`config.mk`:
```
export PLATFORM = sky130hd
export DESIGN_NAME = fdc_cfg
export DESIGN_NICKNAME = d
export VERILOG_FILES = /design/src/sv/forward_difference_contour_macros.svh /design/src/sv/fdc_pkg.sv /design/src/sv/fdc_cfg.sv
export SDC_FILE = /design/constraint.sdc
export NUM_CORES = 1
export LEC_CHECK = 0
export ABC_CLOCK_PERIOD_IN_PS = 1000
export BUFFER_PORTS_ARGS = -buffer_cell sky130_fd_sc_hd__buf_4
export CAP_MARGIN = 20
export CORE_UTILIZATION = 43
export CTS_CLUSTER_SIZE = 20
export DETAILED_ROUTE_END_ITERATION = 6
export PLACE_DENSITY = 0.85
export SKIP_LAST_GASP = 1
export SLEW_MARGIN = 20
export SYNTH_ARGS = -nofsm -noshare
export SYNTH_HDL_FRONTEND = slang
export SYNTH_SLANG_ARGS = --single-unit
```
`constraint.sdc`:
```
create_clock -name clk_i -period 1 [get_ports clk_i]
set_input_delay 0 -clock clk_i [delete_from_list [all_inputs] [get_ports clk_i]]
set_output_delay 0 -clock clk_i [all_outputs]
set_load 0.1 [all_outputs]
```
`src/sv/forward_difference_contour_macros.svh`:
```
// Assertion helpers; they expect clk_i and rst_ni in the scope of use.
`ifndef FORWARD_DIFFERENCE_CONTOUR_MACROS_SVH
`define FORWARD_DIFFERENCE_CONTOUR_MACROS_SVH

// Consequent checked in the same cycle as the antecedent.
`define FDC_ASSERT_SAME(lbl, ante, cons, msg) \
  lbl: assert property (@(posedge clk_i) disable iff (!rst_ni) (ante) |-> (cons)) \
    else $error(msg);

// Consequent checked in the cycle after the antecedent.
`define FDC_ASSERT_NEXT(lbl, ante, cons, msg) \
  lbl: assert property (@(posedge clk_i) disable iff (!rst_ni) (ante) |=> (cons)) \
    else $error(msg);

`endif

```
`src/sv/fdc_pkg.sv`:
```
package fdc_pkg;

  localparam int MAX_WIDTH_DEF  = 1024;
  localparam int PIXEL_BITS_DEF = 16;
  localparam int MAX_HEIGHT     = 1024;

  localparam int ROW_W   = 10;  // row counter, holds 0..MAX_HEIGHT-1
  localparam int POS_W   = 10;  // out_row / out_col port width
  localparam int SIZE_W  = 11;  // image_width / image_height registers
  localparam int GREY_W  = 16;  // max_grey register
  localparam int OUT_W   = 16;  // out_value and pixel_value ports
  localparam int ADDR_W  = 4;   // APB byte address
  localparam int DATA_W  = 32;  // APB data

  localparam int NUM_SLOTS = 3;
  localparam int SLOT_UP   = 0;  // row above, same column
  localparam int SLOT_LEFT = 1;  // last row, one column behind
  localparam int SLOT_LAST = 2;  // final pixel of the frame

  localparam logic [SIZE_W-1:0] WIDTH_RST    = 11'd1024;
  localparam logic [SIZE_W-1:0] HEIGHT_RST   = 11'd1024;
  localparam logic [GREY_W-1:0] MAX_GREY_RST = 16'd255;

  typedef enum logic [1:0] {
    REG_WIDTH    = 2'd0,
    REG_HEIGHT   = 2'd1,
    REG_MAX_GREY = 2'd2
  } reg_idx_e;

  typedef struct packed {
    logic [SIZE_W-1:0] width;
    logic [SIZE_W-1:0] height;
    logic [GREY_W-1:0] max_grey;
    logic              restart;
  } fdc_cfg_t;

  typedef struct packed {
    logic has_up;     // a row above exists
    logic last_row;
    logic col_nz;     // column is not the first
    logic last_col;
    logic has_right;  // a right neighbour exists
  } fdc_flags_t;

endpackage

```
`src/sv/fdc_cfg.sv`:
```
module fdc_cfg
  import fdc_pkg::*;
(
  input  logic              clk_i,
  input  logic              rst_ni,
  input  logic              psel,
  input  logic              penable,
  input  logic              pwrite,
  input  logic [ADDR_W-1:0] paddr,
  input  logic [DATA_W-1:0] pwdata,
  output logic [DATA_W-1:0] prdata,
  output logic              pready,
  output fdc_cfg_t          cfg_o
);

  logic [SIZE_W-1:0] width_q, width_d;
  logic [SIZE_W-1:0] height_q, height_d;
  logic [GREY_W-1:0] max_grey_q, max_grey_d;
  logic              wr;
  logic              hit;
  reg_idx_e          idx;

  assign pready = 1'b1;
  assign wr     = psel && penable && pwrite;
  assign idx    = reg_idx_e'(paddr[3:2]);

  always_comb begin
    width_d    = width_q;
    height_d   = height_q;
    max_grey_d = max_grey_q;
    hit        = 1'b0;
    prdata     = '0;
    unique case (idx)
      REG_WIDTH: begin
        prdata = DATA_W'(width_q);
        if (wr) begin
          width_d = pwdata[SIZE_W-1:0];
          hit     = 1'b1;
        end
      end
      REG_HEIGHT: begin
        prdata = DATA_W'(height_q);
        if (wr) begin
          height_d = pwdata[SIZE_W-1:0];
          hit      = 1'b1;
        end
      end
      REG_MAX_GREY: begin
        prdata = DATA_W'(max_grey_q);
        if (wr) begin
          max_grey_d = pwdata[GREY_W-1:0];
          hit        = 1'b1;
        end
      end
      default: begin
        prdata = '0;
      end
    endcase
  end

  always_ff @(posedge clk_i or negedge rst_ni) begin
    if (!rst_ni) begin
      width_q    <= WIDTH_RST;
      height_q   <= HEIGHT_RST;
      max_grey_q <= MAX_GREY_RST;
    end else begin
      width_q    <= width_d;
      height_q   <= height_d;
      max_grey_q <= max_grey_d;
    end
  end

  // A write to a known register restarts the frame in the same cycle.
  assign cfg_o.width    = width_q;
  assign cfg_o.height   = height_q;
  assign cfg_o.max_grey = max_grey_q;
  assign cfg_o.restart  = hit;

endmodule

```
==> implementation parameters, run 1 <==
Parameter                              Value

Die
  Count of standard-cell rows    23
  Effective utilization at floorplan    0.463
  DIE WIDTH    68.6 um
  Floorplan die height    68.6 um
  Boundary pin count    113

Clocking
  CTS Buf Count    5
  Maximum clock path buffer count    2
  # clock sinks    38
  H-tree level count    2
  Cell chosen for the clock root    sky130_fd_sc_hd__clkbuf_8

Timing
  Worst-slack endpoint at the end of global-route timing repair    prdata[7]
  Pin category terminating the worst setup path after the last repair    output port

Outcome
  Run status    aborted with a tool error
  Last stage    5_1_grt
  Tool Error    [ERROR DPL-0033] detailed placement checks failed during check placement.

Yosys
  Mean post-synth cell area    12.9 um^2
  Fraction of the yosys area taken by sequential cells    0.505
  Count of warnings emitted by yosys    0
  Number of distinct library cells after synthesis    20
  Post-synthesis cell count    148
  Register bit count reported by yosys    38
  Cell area after synthesis    0.00191 mm^2

Placement
  Placed Cells    289
  Placed Area    0.00306 mm^2
  Quantity of I/O buffers inserted on ports    77
  Sum of net half-perimeters after detailed placement    3580 um
  Final weighted congestion in routability-driven placement    0.753

GRT
  Initial antenna violation count    1
  Largest net degree at the start of global routing    39
## cells in the mapped netlist
| library cell | n | share of area |
|---|---|---|
| sky130_fd_sc_hd__nand2_1 | 11 | 0.022 |
| sky130_fd_sc_hd__nor3b_4 | 1 | 0.0098 |
| sky130_fd_sc_hd__buf_2 | 3 | 0.0079 |
| sky130_fd_sc_hd__mux2_2 | 28 | 0.17 |
| sky130_fd_sc_hd__dfrtp_1 | 28 | 0.37 |
| sky130_fd_sc_hd__and2_1 | 5 | 0.016 |
| sky130_fd_sc_hd__buf_6 | 1 | 0.0059 |
| sky130_fd_sc_hd__mux2_4 | 10 | 0.079 |
| sky130_fd_sc_hd__o21ai_0 | 11 | 0.029 |
| sky130_fd_sc_hd__nand3_1 | 1 | 0.0026 |
| sky130_fd_sc_hd__conb_1 | 2 | 0.0039 |
| sky130_fd_sc_hd__or3b_1 | 1 | 0.0046 |
| sky130_fd_sc_hd__a21oi_1 | 1 | 0.0026 |
| sky130_fd_sc_hd__and2b_1 | 1 | 0.0039 |
| sky130_fd_sc_hd__mux2i_1 | 11 | 0.058 |
| sky130_fd_sc_hd__clkbuf_1 | 2 | 0.0039 |
| sky130_fd_sc_hd__dfstp_2 | 10 | 0.14 |
| sky130_fd_sc_hd__nor2b_1 | 1 | 0.0033 |
| sky130_fd_sc_hd__buf_4 | 19 | 0.075 |
| sky130_fd_sc_hd__nor3_1 | 1 | 0.0026 |
## cell families after synthesis
group	after synthesis	share of synthesized area
AO/OA/AOI/OAI	12	0.0315
multiplexers	49	0.302
flip-flops	38	0.505
buffers and inverters	25	0.0925
AND/OR/NAND/NOR	22	0.0650
other	2	0.00394
## timing repair
action	4_1_cts
hold buffers	17
setup buffers	4
resized for setup	126
pin swaps	11
hold endpoints to repair	70
setup endpoints to repair	45
## metrics by stage
| stage | setup WS (ns) | hold WS, ns | util | TNS, ns |
|---|---|---|---|---|
| floorplan | -0.485 | -0.296 | - | -6.89 |
| detailed placement | -0.194 | -0.0114 | 0.742 | -5.78 |
| global placement | -0.159 | -0.0140 | 0.742 | -4.56 |
| CTS | -0.363 | 0.206 | 0.944 | -6.57 |
==> inputs of run 2 (changes only) <==
--- a/config.mk
+++ b/config.mk
@@ -8,10 +8,9 @@
 export ABC_CLOCK_PERIOD_IN_PS = 1000
 export BUFFER_PORTS_ARGS = -buffer_cell sky130_fd_sc_hd__buf_4
 export CAP_MARGIN = 20
-export CORE_UTILIZATION = 43
-export CTS_CLUSTER_SIZE = 20
+export CORE_UTILIZATION = 40
 export DETAILED_ROUTE_END_ITERATION = 6
-export PLACE_DENSITY = 0.85
+export PLACE_DENSITY_LB_ADDON = 0.15
 export SKIP_LAST_GASP = 1
 export SLEW_MARGIN = 20
 export SYNTH_ARGS = -nofsm -noshare
==> implementation parameters, run 2 <==
Parameter                              Value

Timing
  Final min period    1.36 ns
  Crit share post-route    1.36
  Setup WS post-layout    -0.361 ns
  Sum of negative setup slack    -6.29 ns
  Number of endpoints failing setup at the final stage    33
  Count of pins over their slew limit    0
  Setup repair after global routing missed its margin    yes
  Final Hold Fails    0
  Worst clock skew    0 ns
  Maximum frequency from static timing analysis    735 MHz

Drt
  1st-iter DRT viols    64
  Via count    1600
  Average detailed-routed wire length per instance    19.3 um
  Number of nets still failing antenna checks after routing    0
  Number of detailed-route iterations in the first pass    6
  DR vias/cell    4.98
  Routed wire length    6210 um
  DR DRC count    7

Yosys
  Cell area after synthesis    0.00191 mm^2 (unchanged)
  Register bit count reported by yosys    38 (unchanged)
  Share of async-settable or async-resettable flops after synthesis    1.00 (unchanged)
  Count of warnings emitted by yosys    0 (unchanged)
  Fraction of the yosys area taken by sequential cells    0.505 (unchanged)
  Post-synthesis cell count    148 (unchanged)
  Commonest cells in the synthesized netlist    sky130_fd_sc_hd__dfrtp_1 (28), sky130_fd_sc_hd__mux2_2 (28), sky130_fd_sc_hd__buf_4 (19) (unchanged)
  Synth top area cells    sky130_fd_sc_hd__dfrtp_1 (37%), sky130_fd_sc_hd__mux2_2 (17%), sky130_fd_sc_hd__dfstp_2 (14%), sky130_fd_sc_hd__mux2_4 (7.9%), sky130_fd_sc_hd__buf_4 (7.5%) (unchanged)
  Area share of the largest cell type after synthesis    0.367 (unchanged)
  EDFF count, synth    0 (unchanged)
  Leading area contributor after synthesis    sky130_fd_sc_hd__dfrtp_1 (unchanged)
  Number of distinct library cells after synthesis    20 (unchanged)
  Mean post-synth cell area    12.9 um^2 (unchanged)
  Top FF cell, synth    sky130_fd_sc_hd__dfrtp_1 (unchanged)

Critical path
  Startpoint types    flip-flop
  Cells traversed along the worst timing path    mux2i_4 > o21ai_4 > buf_12
  Classification of the worst setup path    reg -> out
  Maximum fanout count along the critical path    2
  Highest cell delay on the worst timing path    0.65 ns
  Worst endpoint required time    1.00 ns
  Category of the worst setup path capture point    primary output
  Worst endpoint data arrival time    1.36 ns
  Cell at the slowest stage of the critical path    sky130_fd_sc_hd__dfstp_4

Finish
  Area growth syn-to-layout    110%
  Most common library cell in the layout ignoring fill and taps    sky130_fd_sc_hd__buf_12
  Register name with the most flops    max_grey_q
  Fillcell total    171
  Commonest cells after routing, fill and taps aside    sky130_fd_sc_hd__buf_12 (45), sky130_fd_sc_hd__buf_4 (34), sky130_fd_sc_hd__buf_6 (27)
  Number of nets in the layout    309
  Registers with the most flip-flops    max_grey_q (16), height_q (11), width_q (11)
  Number of flip-flops under the largest register name    16
  Antenna Diode Count    0
  Fraction of final layout cells sized beyond drive strength 1    0.814

Placement
  Sum of net half-perimeters after detailed placement    3550 um (was 3580 um)
  Quantity of I/O buffers inserted on ports    77 (unchanged)
  Final weighted congestion in routability-driven placement    0.755 (was 0.753)
  Worst slack, placed    -0.181 ns (was -0.194 ns)

Die
  Core Region    0.00447 mm^2
  Effective utilization at floorplan    0.426 (was 0.463)
  Count of standard-cell rows    24 (was 23)
  Floorplan die height    71.0 um (was 68.6 um)
  Total die area    0.00505 mm^2
  DIE WIDTH    71.0 um (was 68.6 um)
  Boundary pin count    113 (unchanged)

Outcome
  Run status    finished with violations (was aborted with a tool error)
  Violated checks    DRC, setup timing

Power and ir drop
  Total power draw    10.9 mW
  Leakage dissipation    1.71 nW
  Areal power density over the cells    2720 mW/mm^2
  Worst voltage drop across the vdd grid    0.00202 V

Clocking
  CTS Buf Count    5 (unchanged)
  Insertion delay of the later-clocked pin in the worst-skew pair    0.29 ns
  Maximum clock path buffer count    2 (unchanged)
  H-tree level count    2 (unchanged)
  Cell chosen for the clock root    sky130_fd_sc_hd__clkbuf_8 (unchanged)
  TritonCTS clock tree    done
  # clock sinks    38 (unchanged)
  Clock-pin slew on the worst setup and hold paths    0.08 ns

GRT
  Largest net degree at the start of global routing    39
  Met3 global-route usage    0.0541
  Highest-utilization routing layer at the global route stage    met2
  First-pass GRT wire length    9530 um
  GRT Overall Usage    0.251
  M2 GR Usage    0.469
  Initial antenna violation count    0
  Total overflow reported by the global router    0
  GR Util met1    0.286
  Number of global-route vias before repair    1812

Run
  MaxCap Viol Count    0

Min path
  Hold crit path type    in -> async
## run 2: cell counts after synthesis
No cell type changed its count.
## run 2: metrics by stage
stage	cell area, um^2	utilization	hold WS [ns]	cells
finish	4010	0.897	0.221	321
global route	4010	0.897	0.243	321
CTS	3920	0.876	0.236	322
detailed placement	3120	0.697	-0.00215	291
global placement	3120	0.697	-0.0139	291
floorplan	2430	-	-0.296	163
## run 2: critical path, delay by kind of cell, from the launching register on
kind | cells | cell delay [ns]
muxes | 1 | 0.08
buffers and inverters | 1 | 0.19
DFF | 1 | 0.65
AOI/OAI and AO/OA | 1 | 0.15
## run 2: per-layer routing
| layer | wire length (um) | share of wire | vias up |
|---|---|---|---|
| met2 | 3430 | 0.55 | 77 |
| met4 | 176 | 0.028 | 0 |
| met5 | 0 | 0 | - |
| met1 | 2330 | 0.37 | 794 |
| met3 | 277 | 0.045 | 17 |
| li1 | - | - | 712 |
## run 2: logic make-up after synthesis
kind of cell	synth area share
flip-flops	0.505
other	0.00394
AO/OA/AOI/OAI	0.0315
multiplexers	0.302
AND/OR/NAND/NOR	0.0650
buffers and inverters	0.0925
## run 2: final cells by class
cell class | instances | area, um^2 | area share
Multi-Input combinational cell | 100 | 1150 | 0.287
Clock buffer | 6 | 72.6 | 0.0181
Sequential cell | 38 | 1080 | 0.270
Tap cell | 52 | 65.1 | 0.0162
Timing Repair Buffer | 123 | 1630 | 0.406
Clock inverter | 2 | 8.76 | 0.00218
## run 2: final timing paths
path	startpoint	cells after the start	endpoint	slack (ns)
setup / recovery	max_grey_q[4]$_DFFE_PN1P_	3	prdata[4]	-0.36
hold / removal	rst_ni	2	width_q[6]$_DFFE_PN0P_	0.22
setup reg to reg	max_grey_q[9]$_DFFE_PN0P_	2	max_grey_q[9]$_DFFE_PN0P_	-0.02
hold reg to reg	height_q[1]$_DFFE_PN0P_	1	height_q[1]$_DFFE_PN0P_	0.55
max in group asynchronous	rst_ni	2	width_q[8]$_DFFE_PN0P_	0.39
min in group clk_i	paddr[2]	4	max_grey_q[10]$_DFFE_PN0P_	0.25
## run 2: what timing repair did
| action | CTS | global route |
|---|---|---|
| gates cloned | 0 | 0 |
| hold buffers | 17 | 0 |
| pin swaps | 11 | 0 |
| endpoints found under the hold margin | 66 | 0 |
| endpoints found under the setup margin | 45 | 53 |
| resized for setup | 123 | 26 |
| setup buffers | 6 | 2 |
## run 2: where the power goes
part / internal, mW / switching, mW / total [mW]
logic: 2.58 / 4.63 / 7.21
registers: 2.17 / 0.497 / 2.66
clock network: 0.480 / 0.541 / 1.02
total: 5.23 / 5.67 / 10.9
No activity file was read; power rests on OpenSTA's default activity.
