$ cat config.mk
export PLATFORM = sky130hd
export DESIGN_NAME = fdc_out
export DESIGN_NICKNAME = d
export VERILOG_FILES = /design/src/sv/forward_difference_contour_macros.svh /design/src/sv/fdc_pkg.sv /design/src/sv/fdc_out.sv
export SDC_FILE = /design/constraint.sdc
export NUM_CORES = 1
export LEC_CHECK = 0
export BUFFER_PORTS_ARGS = -buffer_cell sky130_fd_sc_hd__buf_2
export CORE_AREA = 2 2 175 211
export CTS_BUF_LIST = sky130_fd_sc_hd__clkbuf_8
export CTS_CLUSTER_SIZE = 14
export DETAILED_ROUTE_END_ITERATION = 16
export DIE_AREA = 0 0 177 213
export PLACE_DENSITY = 0.46
export SYNTH_ARGS = -nofsm -noshare
export SYNTH_HDL_FRONTEND = slang
export SYNTH_SLANG_ARGS = --single-unit
$ cat constraint.sdc
create_clock -name clk_i -period 8.75 [get_ports clk_i]
set_clock_uncertainty 0.2 [all_clocks]
set_input_delay 0.875 -clock clk_i [delete_from_list [all_inputs] [get_ports clk_i]]
set_output_delay 0.875 -clock clk_i [all_outputs]
set_load 0.005 [all_outputs]
$ cat src/sv/forward_difference_contour_macros.svh
// Assertion helpers; they expect clk_i and rst_ni in the scope of use.
`ifndef FORWARD_DIFFERENCE_CONTOUR_MACROS_SVH
`define FORWARD_DIFFERENCE_CONTOUR_MACROS_SVH

// Consequent checked in the same cycle as the antecedent.
`define FDC_ASSERT_SAME(lbl, ante, cons, msg) \
  lbl: assert property (@(posedge clk_i) disable iff (!rst_ni) (ante) |-> (cons)) \
    else $error(msg);

// Consequent checked in the cycle after the antecedent.
`define FDC_ASSERT_NEXT(lbl, ante, cons, msg) \
  lbl: assert property (@(posedge clk_i) disable iff (!rst_ni) (ante) |=> (cons)) \
    else $error(msg);

`endif

$ cat src/sv/fdc_pkg.sv
package fdc_pkg;

  localparam int MAX_WIDTH_DEF  = 1024;
  localparam int PIXEL_BITS_DEF = 16;
  localparam int MAX_HEIGHT     = 1024;

  localparam int ROW_W   = 10;  // row counter, holds 0..MAX_HEIGHT-1
  localparam int POS_W   = 10;  // out_row / out_col port width
  localparam int SIZE_W  = 11;  // image_width / image_height registers
  localparam int GREY_W  = 16;  // max_grey register
  localparam int OUT_W   = 16;  // out_value and pixel_value ports
  localparam int ADDR_W  = 4;   // APB byte address
  localparam int DATA_W  = 32;  // APB data

  localparam int NUM_SLOTS = 3;
  localparam int SLOT_UP   = 0;  // row above, same column
  localparam int SLOT_LEFT = 1;  // last row, one column behind
  localparam int SLOT_LAST = 2;  // final pixel of the frame

  localparam logic [SIZE_W-1:0] WIDTH_RST    = 11'd1024;
  localparam logic [SIZE_W-1:0] HEIGHT_RST   = 11'd1024;
  localparam logic [GREY_W-1:0] MAX_GREY_RST = 16'd255;

  typedef enum logic [1:0] {
    REG_WIDTH    = 2'd0,
    REG_HEIGHT   = 2'd1,
    REG_MAX_GREY = 2'd2
  } reg_idx_e;

  typedef struct packed {
    logic [SIZE_W-1:0] width;
    logic [SIZE_W-1:0] height;
    logic [GREY_W-1:0] max_grey;
    logic              restart;
  } fdc_cfg_t;

  typedef struct packed {
    logic has_up;     // a row above exists
    logic last_row;
    logic col_nz;     // column is not the first
    logic last_col;
    logic has_right;  // a right neighbour exists
  } fdc_flags_t;

endpackage

$ cat src/sv/fdc_out.sv
module fdc_out
  import fdc_pkg::*;
#(
  parameter int PIXEL_BITS = PIXEL_BITS_DEF,
  parameter int CW         = $clog2(MAX_WIDTH_DEF)
) (
  input  logic                  clk_i,
  input  logic                  rst_ni,
  input  logic [GREY_W-1:0]     max_grey_i,
  input  logic                  a_valid_i,
  input  logic [PIXEL_BITS-1:0] a_pix_i,
  input  logic [PIXEL_BITS-1:0] a_prev_i,
  input  logic [PIXEL_BITS-1:0] a_up_i,
  input  logic [PIXEL_BITS-1:0] a_right_i,
  input  logic [ROW_W-1:0]      a_row_i,
  input  logic [CW-1:0]         a_col_i,
  input  fdc_flags_t            a_flags_i,
  output logic                  advance_o,
  output logic                  out_valid_o,
  input  logic                  out_ready_i,
  output logic [POS_W-1:0]      out_row_o,
  output logic [POS_W-1:0]      out_col_o,
  output logic [OUT_W-1:0]      out_value_o,
  output logic                  run_last_o,
  output logic                  frame_done_o
);

  function automatic logic [PIXEL_BITS-1:0] absdiff(input logic [PIXEL_BITS-1:0] a,
                                                     input logic [PIXEL_BITS-1:0] b);
    return (a > b) ? (a - b) : (b - a);
  endfunction

  function automatic logic [OUT_W-1:0] pick(input logic [PIXEL_BITS-1:0] orig,
                                            input logic [PIXEL_BITS-1:0] dx,
                                            input logic [PIXEL_BITS-1:0] dy,
                                            input logic [GREY_W-1:0]     maxg);
    logic [PIXEL_BITS:0] s;
    s = {1'b0, dx} + {1'b0, dy};
    return (32'(s) <= 32'(maxg)) ? OUT_W'(s) : OUT_W'(orig);
  endfunction

  logic [NUM_SLOTS-1:0] mask_q, mask_d;
  logic [OUT_W-1:0]     val_q [NUM_SLOTS];
  logic [OUT_W-1:0]     val_d [NUM_SLOTS];
  logic [ROW_W-1:0]     row_q;
  logic [CW-1:0]        col_q;
  logic                 b_free;
  logic [PIXEL_BITS-1:0] dx_up;
  logic [ROW_W-1:0]     row_sel;
  logic [CW-1:0]        col_sel;

  assign out_valid_o = (mask_q != '0);
  assign b_free      = !out_valid_o || (out_ready_i && $onehot(mask_q));
  assign advance_o   = a_valid_i && b_free;

  assign dx_up = a_flags_i.has_right ? absdiff(a_right_i, a_up_i) : a_up_i;

  always_comb begin
    val_d[SLOT_UP]   = pick(a_up_i, dx_up, absdiff(a_pix_i, a_up_i), max_grey_i);
    val_d[SLOT_LEFT] = pick(a_prev_i, absdiff(a_pix_i, a_prev_i), a_prev_i, max_grey_i);
    val_d[SLOT_LAST] = pick(a_pix_i, a_pix_i, a_pix_i, max_grey_i);
  end

  always_comb begin
    mask_d = mask_q;
    if (advance_o) begin
      mask_d[SLOT_UP]   = a_flags_i.has_up;
      mask_d[SLOT_LEFT] = a_flags_i.last_row && a_flags_i.col_nz;
      mask_d[SLOT_LAST] = a_flags_i.last_row && a_flags_i.last_col;
    end else if (out_valid_o && out_ready_i) begin
      // drop the slot just sent
      mask_d = mask_q & (mask_q - NUM_SLOTS'(1));
    end
  end

  always_ff @(posedge clk_i or negedge rst_ni) begin
    if (!rst_ni) begin
      mask_q <= '0;
    end else begin
      mask_q <= mask_d;
    end
  end

  always_ff @(posedge clk_i) begin
    if (advance_o) begin
      val_q <= val_d;
      row_q <= a_row_i;
      col_q <= a_col_i;
    end
  end

  always_comb begin
    row_sel      = row_q;
    col_sel      = col_q;
    out_value_o  = val_q[SLOT_LAST];
    frame_done_o = 1'b0;
    if (mask_q[SLOT_UP]) begin
      row_sel     = row_q - ROW_W'(1);
      out_value_o = val_q[SLOT_UP];
    end else if (mask_q[SLOT_LEFT]) begin
      col_sel     = col_q - CW'(1);
      out_value_o = val_q[SLOT_LEFT];
    end else begin
      frame_done_o = mask_q[SLOT_LAST];
    end
  end

  assign out_row_o  = POS_W'(row_sel);
  assign out_col_o  = POS_W'(col_sel);
  assign run_last_o = $onehot(mask_q);

endmodule

Word level (Yosys, flattened, before mapping)
Cells that the tools add are included.
{"block": "word_totals", "register_bits": 71, "inputBits": 109, "out_inout_bits": 40, "elab_cells": 53}
{"block": "classes", "add_sub_neg": 14, "magnitude_cmp": 6, "n_eq_ne": 1, "mux": 16, "n_bitwise": 1, "n_reduce_logical": 9}
{"op": "two-way mux 16 bit", "count": 9}
{"op": "subtractor 16 bit", "count": 6}
{"op": "adder 16 x 16 -> 17 bit", "count": 3}
{"op": "<= comparator 17 x 16 -> 1 bit", "count": 3}
{"op": "greater-than comparator 16 bit", "count": 3}
{"op": "two-way mux 10 bit", "count": 3}
{"op": "subtractor 10 x 1 -> 10 bit, second input constant", "count": 2}
{"op": "two-way mux 3 bit", "count": 2}
{"op": "logical AND 1 bit", "count": 5}
{"op": "bitwise AND 3 bit", "count": 1}
{"op": "nonzero test 3 bit", "count": 1}
{"op": "subtractor 3 x 1 -> 3 bit, second input constant", "count": 1}
{"op": "adder 1 x 1 -> 2 bit", "count": 1}
{"op": "adder 2 x 1 -> 2 bit", "count": 1}
{"op": "== test 2 x 1 -> 1 bit, second input constant", "count": 1}
{"op": "two-way mux 1 bit", "count": 2}
{"op": "nonzero test 2 bit", "count": 1}
{"op": "logical NOT 1 bit", "count": 1}
{"op": "logical OR 1 bit", "count": 1}

Longest topological paths before layout
Gate-level depths: netlist (run 1).
{"block": "depth", "word_depth": 7, "ltp_mapped": 32}

Least setup slack after synthesis (run 1)
Ideal clock, no wire load.
{"block": "synth_timing", "path_type": "register -> register", "startpoint": "register mask_q[0]", "endpoint": "register mask_q[1]", "setup_ns": 0.391, "t_arrival_ns": 7.029, "required_ns": 8.159, "slack_ns": 1.130, "stages_incl_launch_ff": 7, "n_path_buf": 0, "period_less_slack_ns": 7.620, "path_cell_list": "dfrtp_1 clkinv_1 fa_1 nor2b_1 nand2_1 a21boi_0 o21ai_0"}
{"block": "synth_via", "elab_chain_len": 7, "word_cells_on_any_way": 14}
{"item": "start: declaration", "line_no": "fdc_out.sv:42", "source": "logic [NUM_SLOTS-1:0] mask_q, mask_d;"}
{"item": "start signal: assignment", "line_no": "fdc_out.sv:80", "source": "mask_q <= mask_d;"}
{"item": "adder 1 x 1 -> 2 bit *"}
{"item": "adder 2 x 1 -> 2 bit *"}
{"item": "== test 2 x 1 -> 1 bit *"}
{"item": "named net run_last_o", "line_no": "fdc_out.sv:24", "source": "output logic run_last_o,"}
{"item": "logical AND 1 bit *", "line_no": "fdc_out.sv:53", "source": "assign b_free = !out_valid_o || (out_ready_i && $onehot(mask_q));"}
{"item": "logical OR 1 bit *", "line_no": "fdc_out.sv:53"}
{"item": "logical AND 1 bit *", "line_no": "fdc_out.sv:54", "source": "assign advance_o = a_valid_i && b_free;"}
{"item": "named net advance_o", "line_no": "fdc_out.sv:18", "source": "output logic advance_o,"}
{"item": "two-way mux 3 bit or nonzero test 2 bit (tied branches)"}
Mark *: on every way through the listed nets, which the timed path passes. The rest lies on a longest branch. The select of a mux whose other input is x is not followed.
A chain may end at the register's enable or synchronous reset.

==> key figures, run 1 <==
Placement
  – Placer Congestion: 0.925
  – Placed inst area: 11,800 sq um
  – HPWL Detailed: 30,900 um
  – IO Port Bufs: 148

Yosys
  – Largest family of logic cells by synthesized area: compound AO/OA/AOI/OAI gates
  – Mapped cell area: 10,600 sq um
  – Share of flip-flops with an asynchronous set or reset: 4.23%
  – Avg Cell Area, Syn: 8.37 sq um
  – Post-synth EDFFs: 68
  – Adder-cell area share of the yosys netlist: 22.1%
  – Flops & latches, synth: 71
  – Mapped Nets: 1,557
  – XOR/XNOR share of the synthesized area: 6.94%
  – Top post-synthesis cells by area: ha_1 (20%), edfxtp_1 (19%), mux2i_1 (5.6%)
  – Top-count cell post-synth: ha_1
  – Netlist cell types: 72
  – Syn Inst Count: 1,266
  – Synth Area in Compound Gates: 23.5%
  – Synth area leader: ha_1
  – Commonest cells in the netlist: ha_1 (173), inv_1 (116), a21oi_1 (115)
  – Simple-Gate Fraction of Synth Area: 13.2%
  – Sequential fraction of the synthesis area: 20.0%
  – Share of the synthesized area in the top cell type: 20.4%
  – Post-synthesis mux area share: 8.02%
  – Synth Flop Type: edfxtp_1
  – Synth warn: 0

Pwr
  – P_leak: 0.00566 uW
  – Peak VDD IR: 0.0935 mV
  – Pwr Total: 2820 uW
  – Power density over the cells: 235 nW/um^2

CTS
  – Total clock sinks: 71
  – Cts bufs inserted: 9
  – Postcts setup bufs: 0
  – Hold_buf cts: 0
  – H-tree Lvls: 3
  – Clock Latency Late Sink: 0.38 ns
  – Resized cells post-CTS: 0
  – CTS max path bufs: 2
  – Clk pin slew, worst setup/hold paths: 0.09 ns
  – CTS tree: yes
  – Root buffer cell: clkbuf_8

Floorplanning
  – Initial Utilization: 29.7%
  – Die Area: 37,700 sq um
  – # IOs: 149
  – Row count: 76
  – Die Y: 213 um
  – Die Width: 177 um
  – Core Region: 35,700 sq um

Drt
  – DR iter-0 viols: 455
  – Routed wire length: 37,100 um
  – Post-DRT Antenna Nets: 0
  – DR pass1 iterations: 5
  – Vias per std cell: 5.27
  – Via Count: 9,797
  – Drt drc: 0
  – Per-cell routed wire length: 20.0 um

Critical path
  – Critical Path Sink Type: flop
  – Delay-heaviest family, CP: compound AO/OA/AOI/OAI gates
  – CP bufs+invs: 3
  – Worst setup SP type: input port
  – Max incr delay on CP: 0.75 ns
  – CP Data Arrival Time: 7.92 ns
  – Register-to-register setup slack: 5.58 ns
  – CP max stage cell: a311o_1
  – Crit-path most repeated cell: ha_1
  – CP required: 8.68 ns
  – Critical path class: input port to flop
  – Crit path max fanout: 16

Final layout
  – Area of the multi-input gates: 7840 sq um
  – FILL cells: 3,805
  – Finished Cell Area: 12,000 sq um
  – Area Growth Syn to Fin: 13.1%
  – Layout cell share with drive strength beyond 1: 13.2%
  – Core Util, Final: 33.6%
  – FF+latch area: 2120 sq um
  – Fin nets: 1,676

STA
  – Final Cycle Share: 91.3%
  – Final setup viols: 0
  – Max-slew headroom: 38.3%
  – RSZ-0062 raised after global routing: false
  – Worst-margin pin slew: 0.925 ns
  – Final Hold Fails: 0
  – FMAX: 125 MHz
  – Tmin final: 7.99 ns
  – Setup TNS: 0 ns
  – Hold slack: 0.0675 ns
  – Max-slew violations: 0

Global routing
  – Antenna violations before repair: 1
  – Overflow after GRT: 0
  – First-pass GRT wire length: 55,900 um
  – Largest net degree at the start of global routing: 50
  – Number of global-route vias before repair: 9,912
  – Total GRT Usage: 19.6%

Run status
  – Status: complete, no violations

Min path
  – Type of the worst min-delay path: input port to async pin

Job
  – Max-cap violations: 0
==> routing by layer <==
layer	share of wire [%]	track usage [%]	vias to the layer above
li1	-	-	4852
met3	4.1	1.73	57
met4	3.2	7.32	0
met1	43	23.6	4623
met5	0	0	-
met2	50	35.8	265
==> report_power, final <==
part           switching, uW  internal [uW]  total [uW]
clock                    142            156         298
sequential              58.2            594         652
combinational           1130            744        1870
total                   1330           1490        2820
==> cells by family (layout without fill, tap and decap cells) <==
logic type | after synthesis | count (layout)
fa+ha+maj | 182 | 182
simple gates | 289 | 289
buf+inv | 165 | 288
compound gates | 393 | 393
mux | 82 | 82
flops | 71 | 71
xor+xnor | 84 | 84
other cells | 0 | 1
==> sequential cells by signal, summed over array words and instances, names as in the netlist <==
| signal | flops |
|---|---|
| mask_q | 3 |
| val_q | 48 |
| row_q | 10 |
| col_q | 10 |
==> layout make-up <==
class                   instances  share of cell area (%)
diodes                          1                  0.0209
clock inverters                 6                   0.658
inverters                     117                    3.66
well taps                     468                    4.89
multi-input cells            1030                    65.4
repair buffers                156                    6.68
clock buffers                   9                    1.03
flip-flops and latches         71                    17.7
==> path summary, 6_finish.rpt <==
check | startpoint | cells past startpoint | endpoint
max | a_pix_i[0] | 28 | val_q[45]$_DFFE_PP_
min reg2reg | mask_q[2]$_DFFE_PN0P_ | 1 | mask_q[2]$_DFFE_PN0P_
min | rst_ni | 1 | mask_q[1]$_DFFE_PN0P_
min in group clk_i | mask_q[2]$_DFFE_PN0P_ | 1 | mask_q[2]$_DFFE_PN0P_
max reg2reg | mask_q[0]$_DFFE_PN0P_ | 7 | row_q[6]$_DFFE_PP_
max in group asynchronous | rst_ni | 1 | mask_q[0]$_DFFE_PN0P_
==> placed cells by master (no fill, tap or decap), types with 7 or more instances in the layout <==
| master | n |
|---|---|
| mux2i_1 | 59 |
| o21a_1 | 13 |
| nand4_1 | 16 |
| mux2_1 | 17 |
| nand2_1 | 93 |
| o211ai_1 | 7 |
| buf_4 | 8 |
| xnor2_1 | 49 |
| a21o_1 | 57 |
| nand3_1 | 25 |
| xor2_1 | 35 |
| o21bai_1 | 18 |
| nand3b_1 | 7 |
| and2_1 | 9 |
| ha_1 | 173 |
| nor3_1 | 20 |
| and3_1 | 13 |
| clkbuf_8 | 9 |
| nand2b_1 | 8 |
| a21oi_1 | 115 |
| a31oi_1 | 19 |
| o21ai_0 | 78 |
| fa_1 | 9 |
| a211oi_1 | 18 |
| nor2b_1 | 13 |
| nor2_1 | 58 |
| edfxtp_1 | 68 |
| o21ai_1 | 12 |
| inv_1 | 118 |
| buf_2 | 148 |
| nor4_1 | 8 |
==> metrics by stage <==
| stage | instances | worst slack [ns] |
|---|---|---|
| floorplan | 1266 | 1.13 |
| global placement | 1842 | 0.618 |
| detailed placement | 1842 | 0.383 |
| CTS | 1857 | 0.801 |
| global route | 1858 | 0.0936 |
| finish | 1858 | 0.764 |
Note: power is estimated with default switching activity, not from simulation.
==> inputs of run 2 (changes only) <==
CORE_AREA = 2 2 144 174   (was 2 2 175 211)
DIE_AREA = 0 0 146 176   (was 0 0 177 213)
PLACE_DENSITY = 0.63   (was 0.46)
clock period = 8.2 ns   (was 8.75 ns; I/O delays follow)
==> key figures, run 2 (same netlist as run 1, synthesis figures left out) <==
Pwr
  – Net Sw Power: 1340 uW
  – P_leak: 0.00569 uW
  – Clock power share: 11.7%
  – Power density over the cells: 251 nW/um^2
  – Sw Share: 44.9%
  – Sequential share of power: 23.3%
  – Peak VDD IR: 0.119 mV
  – Pwr Total: 2970 uW
  – Combinational share of power: 65.0%
  – Int Pwr: 1640 uW

Final layout
  – FILL cells: 2,391
  – Area Growth Syn to Fin: 12.0%
  – Layout cell share with drive strength beyond 1: 13.7%
  – Top reg by flops: val_q
  – Commonest non-fill, non-tap cell in the layout: ha_1
  – # diodes: 0
  – Largest registers: val_q (48), col_q (10), row_q (10)
  – Max reg flops: 48
  – Non-Filler Instances: 1,713
  – FF+latch area: 2120 sq um
  – Area of the multi-input gates: 7840 sq um
  – Fin nets: 1,679
  – Commonest non-fill, non-tap cells in the layout: ha_1 (173), buf_2 (148), inv_1 (116)

Critical path
  – CP required: 8.11 ns
  – Critical Path Sink Type: flop
  – CP max stage cell: a311o_1
  – Max incr delay on CP: 0.73 ns
  – Crit-path most repeated cell: ha_1
  – Crit path max fanout: 16
  – Critical path class: input port to flop
  – CP Data Arrival Time: 7.53 ns
  – Worst setup SP type: input port

STA
  – Worst setup margin: 0.579 ns
  – Max-slew headroom: 37.6%
  – RSZ-0062 raised after global routing: false
  – Hold slack: 0.0310 ns
  – Worst-margin pin slew: 0.936 ns
  – Max-slew violations: 0
  – FMAX: 131 MHz
  – Final setup viols: 0
  – Setup TNS: 0 ns
  – Tmin final: 7.62 ns
  – Final Hold Fails: 0
  – Final Cycle Share: 92.9%

CTS
  – CTS tree: yes
  – Root buffer cell: clkbuf_8
  – Resized cells post-CTS: 0
  – Hold_buf cts: 0
  – Cts bufs inserted: 9
  – CTS max path bufs: 2
  – Clk pin slew, worst setup/hold paths: 0.07 ns
  – H-tree Lvls: 3
  – Postcts setup bufs: 0
  – Total clock sinks: 71
  – Clock Latency Late Sink: 0.36 ns

Run status
  – Status: complete, no violations

Job
  – Max-cap violations: 0

Drt
  – Vias per std cell: 5.74
  – Drt drc: 0
  – Per-cell routed wire length: 18.6 um
  – Post-DRT Antenna Nets: 0
  – DR pass1 iterations: 5
  – Routed wire length: 31,900 um
  – Via Count: 9,830
  – DR iter-0 viols: 654

Floorplanning
  – Row count: 62
  – Die Area: 25,700 sq um
  – Die Width: 146 um
  – Die Y: 176 um
  – Initial Utilization: 44.3%
  – Core Region: 23,900 sq um
  – # IOs: 149

Global routing
  – Antenna violations before repair: 0
  – Largest net degree at the start of global routing: 73
  – Overflow after GRT: 0
  – First-pass GRT wire length: 49,600 um
  – Total GRT Usage: 24.3%
  – Number of global-route vias before repair: 9,616

Placement
  – Placer Congestion: 0.926
  – Setup slack after placement: 0.229 ns
  – IO Port Bufs: 148
  – Dpl cells: 1,697
  – HPWL Detailed: 26,800 um

Min path
  – Type of the worst min-delay path: input port to async pin
run 2: worst paths after layout:
kind	cells past startpoint	end	from	slack, ns
setup / recovery	28	val_q[38]$_DFFE_PP_	a_pix_i[0]	0.58
max in group asynchronous	1	mask_q[1]$_DFFE_PN0P_	rst_ni	7.67
setup reg to reg	7	val_q[33]$_DFFE_PP_	mask_q[0]$_DFFE_PN0P_	4.82
hold / removal	1	mask_q[2]$_DFFE_PN0P_	rst_ni	0.03
hold reg to reg	1	mask_q[2]$_DFFE_PN0P_	mask_q[2]$_DFFE_PN0P_	0.32
min in group clk_i	1	mask_q[2]$_DFFE_PN0P_	mask_q[2]$_DFFE_PN0P_	0.32
run 2: stage by stage:
step | util (%) | area (sq um)
floorplan | - | 10600
finish | 49.6 | 11900
detailed placement | 48.6 | 11600
CTS | 49.6 | 11900
global placement | 48.6 | 11600
global route | 49.6 | 11900
run 2: critical path, delay by kind of cell:
kind                       cells  cell delay (ns)
AOI/OAI and AO/OA              9             2.54
xor gates and xnor gates       2             0.21
adders and majority gates      4             1.27
buffers and inverters          3             0.33
muxes                          2             0.76
and+or+nand+nor                8             1.58
run 2: metal layers:
layer,vias up,GRT usage [%],part of all wire [%]
met3,53,2.35,4.3
met1,4624,29.5,42
met4,0,8.41,2.9
li1,4860,-,-
met2,293,44.7,51
met5,-,0,0
run 2: cell type report:
class | instances | share of cell area [%]
flip-flops and latches | 71 | 17.8
well taps | 320 | 3.38
clock buffers | 10 | 1.16
inverters | 117 | 3.70
repair buffers | 159 | 6.94
clock inverters | 6 | 0.907
multi-input cells | 1030 | 66.1
run 2: power groups by stage:
| stage | sequential, uW | combinational (uW) | clock (uW) |
|---|---|---|---|
| 2_1_floorplan | 710 | 1360 | 0 |
| 3_3_place_gp | 697 | 1880 | 0 |
| 3_5_place_dp | 699 | 1900 | 0 |
| 4_1_cts | 692 | 1920 | 355 |
| 5_1_grt | 708 | 2140 | 366 |
| 6_report | 692 | 1930 | 348 |
